===== src/rtl/ces_pkg.sv =====
`timescale 1ns / 1ps
`default_nettype none
// ----------------------------------------------------------------------------
// ces_pkg: shared types and constants of the contour edge splitter
// Side codes, register indexes, reset values and the segment record that the
// front end hands to the back end.
// ----------------------------------------------------------------------------
package ces_pkg;

  // Longest contour that is tracked exactly; beyond it the position saturates.
  localparam int MAX_POINTS = 4096;

  localparam int XY_W    = 12;
  localparam int IDX_W   = $clog2(MAX_POINTS);
  localparam int CNT_W   = $clog2(MAX_POINTS + 1);
  localparam int MARG_W  = 8;
  localparam int CFG_W   = 12;
  localparam int CFGI_W  = 2;
  localparam int QDEPTH  = 4;

  typedef logic [1:0] side_t;
  localparam side_t SIDE_TOP    = 2'd0;
  localparam side_t SIDE_BOTTOM = 2'd1;
  localparam side_t SIDE_LEFT   = 2'd2;
  localparam side_t SIDE_RIGHT  = 2'd3;

  typedef logic [CFGI_W-1:0] cfg_idx_t;
  localparam cfg_idx_t CFG_FRAME_WIDTH  = 2'd0;
  localparam cfg_idx_t CFG_FRAME_HEIGHT = 2'd1;
  localparam cfg_idx_t CFG_EDGE_MARGIN  = 2'd2;
  localparam cfg_idx_t CFG_MIN_POINTS   = 2'd3;

  localparam logic [XY_W-1:0]   RST_FRAME_WIDTH  = 12'd640;
  localparam logic [XY_W-1:0]   RST_FRAME_HEIGHT = 12'd480;
  localparam logic [MARG_W-1:0] RST_EDGE_MARGIN  = 8'd4;
  localparam logic [CFG_W-1:0]  RST_MIN_POINTS   = 12'd4;

  typedef struct packed {
    logic [IDX_W-1:0] start_index;
    logic [CNT_W-1:0] point_count;
    side_t            from_side;
    side_t            to_side;
  } seg_t;

  // All segments caused by one point; seg0 is always present, seg1 optional.
  typedef struct packed {
    logic two;
    seg_t seg0;
    seg_t seg1;
  } rec_t;

endpackage : ces_pkg
`default_nettype wire


===== src/rtl/ces_front.sv =====
`timescale 1ns / 1ps
`default_nettype none
// ----------------------------------------------------------------------------
// ces_front: point classifier and run tracker
// Holds the configuration registers, labels each point against the margins,
// tracks interior runs and builds the segment record for each point.
// ----------------------------------------------------------------------------
module ces_front (
  input  wire                      clk,
  input  wire                      rst_n,
  input  wire                      cfg_we,
  input  wire  ces_pkg::cfg_idx_t  cfg_index,
  input  wire  [ces_pkg::CFG_W-1:0] cfg_data,
  input  wire                      in_valid,
  input  wire                      q_ready,
  input  wire  [ces_pkg::XY_W-1:0] in_x,
  input  wire  [ces_pkg::XY_W-1:0] in_y,
  input  wire                      in_last,
  output logic                     push,
  output ces_pkg::rec_t            push_rec
);
  import ces_pkg::*;

  localparam int CW   = CNT_W;
  localparam int IW   = IDX_W;
  localparam int CMPW = (CW > CFG_W) ? CW : CFG_W;
  localparam logic [CW-1:0] MAXC = CW'(MAX_POINTS);
  localparam logic [CW-1:0] ONE  = CW'(1);

  function automatic logic [CW-1:0] sat_add(input logic [CW-1:0] a, input logic [CW-1:0] b);
    logic [CW:0] s;
    s = {1'b0, a} + {1'b0, b};
    return (s > {1'b0, MAXC}) ? MAXC : s[CW-1:0];
  endfunction

  logic [XY_W-1:0]   frame_width_r, frame_height_r;
  logic [MARG_W-1:0] edge_margin_r;
  logic [CFG_W-1:0]  min_points_r;

  logic [CW-1:0] position_r, lead_r, run_len_r;
  logic [IW-1:0] run_start_r;
  logic          seen_r, prev_b_r;
  side_t         first_side_r, prev_s_r, run_from_r;

  logic [CW-1:0] lead_n, run_len_n;
  logic [IW-1:0] run_start_n, idx;
  logic          seen_n, prev_b_n, border, accept, hit_a, hit_b;
  side_t         first_side_n, prev_s_n, run_from_n, side;
  logic [CW-1:0] cnt_a, cnt_b;
  logic [IW-1:0] start_b;
  side_t         from_b;
  seg_t          seg_a, seg_b;

  always_ff @(posedge clk) begin
    if (!rst_n) begin
      frame_width_r  <= RST_FRAME_WIDTH;
      frame_height_r <= RST_FRAME_HEIGHT;
      edge_margin_r  <= RST_EDGE_MARGIN;
      min_points_r   <= RST_MIN_POINTS;
    end else if (cfg_we) begin
      unique case (cfg_index)
        CFG_FRAME_WIDTH:  frame_width_r  <= cfg_data;
        CFG_FRAME_HEIGHT: frame_height_r <= cfg_data;
        CFG_EDGE_MARGIN:  edge_margin_r  <= cfg_data[MARG_W-1:0];
        CFG_MIN_POINTS:   min_points_r   <= cfg_data;
        default: ;
      endcase
    end
  end

  // x > width - margin is tested as x + margin > width to stay unsigned.
  always_comb begin
    border = 1'b1;
    if ({4'b0, in_x} < {4'b0, edge_margin_r} + 16'd0) begin
      side = SIDE_LEFT;
    end else if ({1'b0, in_x} + {5'b0, edge_margin_r} > {1'b0, frame_width_r}) begin
      side = SIDE_RIGHT;
    end else if ({4'b0, in_y} < {4'b0, edge_margin_r} + 16'd0) begin
      side = SIDE_TOP;
    end else if ({1'b0, in_y} + {5'b0, edge_margin_r} > {1'b0, frame_height_r}) begin
      side = SIDE_BOTTOM;
    end else begin
      side   = SIDE_TOP;
      border = 1'b0;
    end
  end

  always_comb begin
    idx = (position_r < MAXC) ? position_r[IW-1:0] : IW'(MAX_POINTS - 1);

    seen_n       = seen_r;
    first_side_n = first_side_r;
    lead_n       = lead_r;
    prev_b_n     = prev_b_r;
    prev_s_n     = prev_s_r;
    run_start_n  = run_start_r;
    run_len_n    = run_len_r;
    run_from_n   = run_from_r;
    cnt_a        = sat_add(run_len_r, ONE);
    hit_a        = 1'b0;

    if (!seen_r) begin
      if (border) begin
        seen_n       = 1'b1;
        first_side_n = side;
        prev_b_n     = 1'b1;
        prev_s_n     = side;
      end else begin
        lead_n = sat_add(lead_r, ONE);
      end
    end else begin
      if (!prev_b_r && border) begin
        hit_a = (CMPW'(cnt_a) > CMPW'(min_points_r)) && (run_from_r != side);
      end else if (prev_b_r && !border) begin
        run_start_n = idx;
        run_len_n   = ONE;
        run_from_n  = prev_s_r;
      end else if (!prev_b_r && !border) begin
        run_len_n = sat_add(run_len_r, ONE);
      end
      prev_b_n = border;
      prev_s_n = side;
    end

    // Closing the wrap: the leading interior points join the open run, or
    // form a run of their own that leaves the last border side.
    if (!prev_b_n) begin
      cnt_b   = sat_add(sat_add(run_len_n, lead_n), ONE);
      start_b = run_start_n;
      from_b  = run_from_n;
    end else begin
      cnt_b   = sat_add(lead_n, ONE);
      start_b = '0;
      from_b  = prev_s_n;
    end
    hit_b = in_last && seen_n && (!prev_b_n || (lead_n != '0)) &&
            (CMPW'(cnt_b) > CMPW'(min_points_r)) && (from_b != first_side_n);

    seg_a = '{start_index: IDX_W'(run_start_r), point_count: CNT_W'(cnt_a),
              from_side: run_from_r, to_side: side};
    seg_b = '{start_index: IDX_W'(start_b), point_count: CNT_W'(cnt_b),
              from_side: from_b, to_side: first_side_n};

    accept        = in_valid && q_ready;
    push          = accept && (hit_a || hit_b);
    push_rec.two  = hit_a && hit_b;
    push_rec.seg0 = hit_a ? seg_a : seg_b;
    push_rec.seg1 = seg_b;
  end

  always_ff @(posedge clk) begin
    if (!rst_n || (accept && in_last)) begin
      position_r   <= '0;
      seen_r       <= 1'b0;
      first_side_r <= SIDE_TOP;
      lead_r       <= '0;
      prev_b_r     <= 1'b0;
      prev_s_r     <= SIDE_TOP;
      run_start_r  <= '0;
      run_len_r    <= '0;
      run_from_r   <= SIDE_TOP;
    end else if (accept) begin
      position_r   <= sat_add(position_r, ONE);
      seen_r       <= seen_n;
      first_side_r <= first_side_n;
      lead_r       <= lead_n;
      prev_b_r     <= prev_b_n;
      prev_s_r     <= prev_s_n;
      run_start_r  <= run_start_n;
      run_len_r    <= run_len_n;
      run_from_r   <= run_from_n;
    end
  end

endmodule : ces_front
`default_nettype wire


===== src/rtl/ces_back.sv =====
`timescale 1ns / 1ps
`default_nettype none
// ----------------------------------------------------------------------------
// ces_back: segment queue and output stage
// Buffers segment records and hands their segments out one per transaction.
// ----------------------------------------------------------------------------
module ces_back (
  input  wire                        clk,
  input  wire                        rst_n,
  input  wire                        push,
  input  wire  ces_pkg::rec_t        push_rec,
  output logic                       q_ready,
  output logic                       out_valid,
  input  wire                        out_ready,
  output logic [ces_pkg::IDX_W-1:0]  out_start_index,
  output logic [ces_pkg::CNT_W-1:0]  out_point_count,
  output ces_pkg::side_t             out_from_side,
  output ces_pkg::side_t             out_to_side,
  output logic                       out_end_of_step
);
  import ces_pkg::*;

  localparam int PW = $clog2(QDEPTH);
  localparam int NW = $clog2(QDEPTH + 1);

  rec_t          q_r [QDEPTH];
  logic [PW-1:0] wr_ptr_r, rd_ptr_r;
  logic [NW-1:0] count_r;
  logic          sub_r, out_valid_r, eos_r;
  seg_t          seg_r;
  rec_t          head;
  logic          load, pop, eos;

  assign head    = q_r[rd_ptr_r];
  assign q_ready = (count_r != NW'(QDEPTH));
  assign load    = !out_valid_r || out_ready;
  assign eos     = sub_r || !head.two;
  assign pop     = load && (count_r != '0) && eos;

  always_ff @(posedge clk) begin
    if (push) begin
      q_r[wr_ptr_r] <= push_rec;
    end
  end

  always_ff @(posedge clk) begin
    if (!rst_n) begin
      wr_ptr_r    <= '0;
      rd_ptr_r    <= '0;
      count_r     <= '0;
      sub_r       <= 1'b0;
      out_valid_r <= 1'b0;
    end else begin
      if (push) wr_ptr_r <= PW'((32'(wr_ptr_r) + 1) % QDEPTH);
      if (pop)  rd_ptr_r <= PW'((32'(rd_ptr_r) + 1) % QDEPTH);
      count_r <= count_r + NW'(push) - NW'(pop);
      if (load) begin
        out_valid_r <= (count_r != '0);
        if (count_r != '0) sub_r <= !eos;
      end
    end
  end

  always_ff @(posedge clk) begin
    if (load && (count_r != '0)) begin
      seg_r <= sub_r ? head.seg1 : head.seg0;
      eos_r <= eos;
    end
  end

  assign out_valid       = out_valid_r;
  assign out_start_index = seg_r.start_index;
  assign out_point_count = seg_r.point_count;
  assign out_from_side   = seg_r.from_side;
  assign out_to_side     = seg_r.to_side;
  assign out_end_of_step = eos_r;

endmodule : ces_back
`default_nettype wire


===== src/rtl/contour_edge_split_top.sv =====
`timescale 1ns / 1ps
`default_nettype none
// ----------------------------------------------------------------------------
// contour_edge_split_top: splits a closed contour into edge-to-edge segments
// Points of one contour come in order; each run of interior points that
// leaves one frame side and reaches another, and is long enough, comes out
// as a segment described by start index, point count and the two sides.
// ----------------------------------------------------------------------------
//
//  Channel   Direction  Handshake              Carries
//  in_*      input      in_valid / in_ready    x, y, last flag of one point
//  out_*     output     out_valid / out_ready  one segment and end_of_step
//  cfg_*     input      cfg_we                 register index and write data
//
//  One point is taken per cycle while in_ready is high; the run tracker
//  in the front end updates all of its state in the cycle of the transaction.
//  At the earliest, out_valid rises at the clock edge after the one that
//  accepts the point causing the segment; the last point of a contour may
//  cause two segments, which leave one per cycle while out_ready is high.
//  A four-record queue parts the front end from the output register, so
//  in_ready falls only when that queue is full under a stalled output.
//  Synchronous reset restores the register defaults and clears the contour
//  state, the queue and the output register; there is no clearing pass.

module contour_edge_split_top (
  input  wire                         clk,
  input  wire                         rst_n,
  input  wire                         cfg_we,
  input  wire  ces_pkg::cfg_idx_t     cfg_index,
  input  wire  [ces_pkg::CFG_W-1:0]   cfg_data,
  input  wire                         in_valid,
  output logic                        in_ready,
  input  wire  [ces_pkg::XY_W-1:0]    in_x,
  input  wire  [ces_pkg::XY_W-1:0]    in_y,
  input  wire                         in_last,
  output logic                        out_valid,
  input  wire                         out_ready,
  output logic [ces_pkg::IDX_W-1:0]   out_start_index,
  output logic [ces_pkg::CNT_W-1:0]   out_point_count,
  output ces_pkg::side_t              out_from_side,
  output ces_pkg::side_t              out_to_side,
  output logic                        out_end_of_step
);
  import ces_pkg::*;

  // Front end to queue: a record is pushed only for points that give a segment.
  logic push;
  rec_t push_rec;
  logic q_ready;

  // Accepting a point depends only on room in the queue, never on the output.
  assign in_ready = q_ready;

  ces_front u_front (
    .clk       (clk),
    .rst_n     (rst_n),
    .cfg_we    (cfg_we),
    .cfg_index (cfg_index),
    .cfg_data  (cfg_data),
    .in_valid  (in_valid),
    .q_ready   (q_ready),
    .in_x      (in_x),
    .in_y      (in_y),
    .in_last   (in_last),
    .push      (push),
    .push_rec  (push_rec)
  );

  ces_back u_back (
    .clk             (clk),
    .rst_n           (rst_n),
    .push            (push),
    .push_rec        (push_rec),
    .q_ready         (q_ready),
    .out_valid       (out_valid),
    .out_ready       (out_ready),
    .out_start_index (out_start_index),
    .out_point_count (out_point_count),
    .out_from_side   (out_from_side),
    .out_to_side     (out_to_side),
    .out_end_of_step (out_end_of_step)
  );

endmodule : contour_edge_split_top
`default_nettype wire


===== config.mk =====
export PLATFORM = sky130hd
export DESIGN_NAME = contour_edge_split_top
export DESIGN_NICKNAME = d
export VERILOG_FILES = /design/src/rtl/ces_pkg.sv /design/src/rtl/ces_front.sv /design/src/rtl/ces_back.sv /design/src/rtl/contour_edge_split_top.sv
export SDC_FILE = /design/constraint.sdc
export NUM_CORES = 1
export LEC_CHECK = 0
export BUFFER_PORTS_ARGS = -buffer_cell sky130_fd_sc_hd__buf_2
export CAP_MARGIN = 15
export CORE_UTILIZATION = 50
export CTS_CLUSTER_SIZE = 14
export DETAILED_ROUTE_END_ITERATION = 6
export PLACE_DENSITY = 0.66
export SLEW_MARGIN = 40
export SYNTH_ARGS = -nofsm -noshare
export SYNTH_HDL_FRONTEND = slang
export SYNTH_SLANG_ARGS = --single-unit

===== constraint.sdc =====
create_clock -name clk -period 35.6 [get_ports clk]
set_input_delay 5.34 -clock clk [delete_from_list [all_inputs] [get_ports clk]]
set_output_delay 5.34 -clock clk [all_outputs]
set_load 0.02 [all_outputs]

==> reports/qor.yml <==
setup_viol: 0
post-route-period-util_pct: 51.0
grt_max_degree: 60
worst_path_most_repeated_cell: "ha_1"
vias: 14324
hp-class: "flip-flop to flip-flop"
area_delta_synth_final_pct: 10.4
synth_flop_cell: "edfxtp_1"
initialDrtViolationCount: 1153
final_hold_viol_count: 0
slew_violations: 0
post-dp-hpwl_mm: 33.2
r2r_start: "u_front.edge_margin_r[0]"
p_sw_uw: 425
max_stage_delay_ps: 620
ant_nets: 0
first_global_vias: 13849
rsz0062_at_grt: "no"
cts_sinks: 380
crit_path_start_kind: "primary input"
clock.fmax_mhz: 55.0
syn_avg_cell_area_um2: 10.9
wl_per_cell_um: 19.9
worst_pin_slew_ps: 892
critPathCapture: "u_back.count_r[2]"
dp_slack_ps: 17060
r2r-end: "u_back.count_r[2]"
postLayoutCellArea_mm2: 0.0223
clock_skew_ps: 24.5
cts_resized: 0
diodes: 0
p_seq_share_pct: 41.8
clkPwrFrac_pct: 30.7
grt_antenna_before_repair: 0
p_leak_nw: 8.08
cp_num_cells: 59
outcome: "completed"
worst_path_max_delay_cell: "nor4_4"
floorplan.initialDensity_pct: 50.8
ir_drop_uv: 33.1
ys_seq_area_share_pct: 50.8
clock_latency_ps: 550
io_buffer_count: 75
clk_pin_slew_worst_paths_ps: 60
p_int_uw: 909
cts_root_buf: "clkbuf_16"
finalCriticalPeriod_ps: 18170
nets: 2048
placementRows: 73
boundaryPins: 76
finalSetupTns_ps: 0
critPathBufInv: 5
combPwrFrac_pct: 27.6
cts_hold_buf: 0
routed_wl_mm: 48.8
arrival_ps: 18610
drc_errors: 0
yosysWarnings: 0
ys_ff_latch: 380
layout-drive-gt1-share_pct: 14.3
grt.overflow.total: 0
crit_start: "in_x[0]"
max-cap-violations: 0
timing.final.ws_setup_ps: 17430
p_sw_share_pct: 31.9
die_h_um: 203
vias_per_cell: 5.84
place_congestion: 0.927
clock_path_buffers: 3
cts_setup_buffers: 0
htree_levels: 2
async_flop_share_pct: 0
path_class: "primary input to flip-flop"
synth_cells: 1853
fp.coreArea_mm2: 0.0398
syn_nets: 2006
r2r_setup_slack_ps: 21770
cp-end-kind: "flip-flop"
worst-path-max-fanout: 21
cp_top_family: "simple AND/OR/NAND/NOR gates"
cts-buffers-inserted: 40
synth_edf_count: 266
grt_pass1_wl_mm: 77.1
reg2regPathDepth: 58
crit_required_ps: 36050
cts_tree: "done"
p_total_mw: 1.33
place_area_mm2: 0.0210
dieArea_mm2: 0.0413
first_pass_iters: 7
fp.dieW_um: 203
grt_use_total_pct: 24.0
power.density_mw_per_mm2: 59.7
synth_cell_type_count: 96
syn_area_mm2: 0.0202
slew_headroom_pct: 40.5
==> metal layers <==
layer	GRT usage [%]	vias to the layer above	part of all wire, %
li1	-	6846	-
met1	34.2	7007	46
met2	38.4	401	47
met3	3.60	70	5.4
met4	5.67	0	1.8
met5	0	-	0
==> kinds of logic after synthesis <==
family	share of synthesized area, %
xor+xnor	2.90
flops	50.8
compound gates	12.7
simple gates	15.7
mux	7.47
buf+inv	3.63
fa+ha+maj	6.89
==> cells in the mapped netlist (10+ instances only) <==
cell type	number	area [um^2]
a21oi_1	88	440
inv_1	93	349
xor2_1	19	166
nor2b_1	13	81.3
clkbuf_1	59	221
ha_1	105	1310
nand4_1	18	113
nand2_1	307	1150
nand3_1	38	190
a211oi_1	30	225
a21o_1	30	225
edfxtp_1	266	7990
a21boi_0	38	285
nor3_1	19	95.1
nor2_1	155	582
xnor2_1	48	420
o31ai_1	10	75.1
or3_1	11	68.8
nor4_1	14	87.6
o211ai_1	21	158
o21ai_0	46	230
and3_1	24	150
and2_1	13	81.3
mux4_2	59	1330
buf_1	19	71.3
dfxtp_1	114	2280
nand2b_1	15	93.8
==> worst min-delay path by stage <==
stage	start	end	depth (start not counted)	slack, ps
floorplan	u_front.prev_s_r[1]	u_front.run_from_r[1]	2	440
global placement	u_front.min_points_r[10]	u_front.min_points_r[10]	2	450
detailed placement	u_front.frame_width_r[3]	u_front.frame_width_r[3]	2	460
CTS	u_front.frame_width_r[3]	u_front.frame_width_r[3]	2	470
global route	u_front.min_points_r[10]	u_front.min_points_r[10]	2	490
finish	u_front.frame_width_r[3]	u_front.frame_width_r[3]	2	460
==> flip-flops by register name, summed over array words and instances (netlist names), 2 cells and up, named ones only <==
| register | flops |
|---|---|
| u_front.prev_s_r | 2 |
| u_back.q_r | 236 |
| u_front.min_points_r | 12 |
| u_front.first_side_r | 2 |
| u_front.edge_margin_r | 8 |
| u_front.run_from_r | 2 |
| u_front.lead_r | 13 |
| u_back.count_r | 3 |
| u_front.frame_width_r | 12 |
| u_back.wr_ptr_r | 2 |
| u_back.out_from_side | 2 |
| u_front.frame_height_r | 12 |
| u_back.out_start_index | 12 |
| u_front.run_start_r | 12 |
| u_front.run_len_r | 13 |
| u_back.out_to_side | 2 |
| u_back.out_point_count | 13 |
| u_front.position_r | 13 |
| u_back.rd_ptr_r | 2 |
==> final cells by class <==
cell class,instances,area [um^2]
fill,3388,17500
tap,525,657
clock buffer,53,1130
timing repair buffer,90,509
clock inverter,20,169
inverter,93,349
multi-input combinational,1290,9250
sequential,380,10300
==> per-stage QoR <==
step                      utilization [%]  hold slack (ps)  std cells
after global routing                 56.1              491       2451
after CTS                            56.1              468       2451
final                                56.1              463       2451
after floorplan                         -              441       1853
after global placement               52.7              454       2378
after detailed placement             52.8              459       2378
==> worst reg2reg max path: cells and delay by family (launching register included) <==
| family | cells | cell delay [ps] |
|---|---|---|
| simple gates | 23 | 6200 |
| compound gates | 19 | 3760 |
| fa+ha+maj | 9 | 2620 |
| flops | 1 | 490 |
| xor+xnor | 3 | 400 |
| buf+inv | 4 | 260 |
==> power groups by stage <==
| stage | Combinational, mW | Sequential [mW] | Clock (mW) |
|---|---|---|---|
| global route | 0.405 | 0.562 | 0.434 |
| floorplan | 0.246 | 0.580 | 0 |
| CTS | 0.370 | 0.558 | 0.419 |
| global placement | 0.361 | 0.565 | 0 |
| detailed placement | 0.367 | 0.567 | 0 |
| finish | 0.368 | 0.557 | 0.409 |
==> layout by cell type, fill, tap and decap left out, drive strengths merged, types with 53 or more instances in the layout <==
cell type and instances:
a21oi 88, buf 90, clkbuf 53, dfxtp 114, edfxtp 266, ha 105
inv 94, mux4 59, nand2 309, nor2 157
Note: power is estimated with default switching activity, not from simulation.
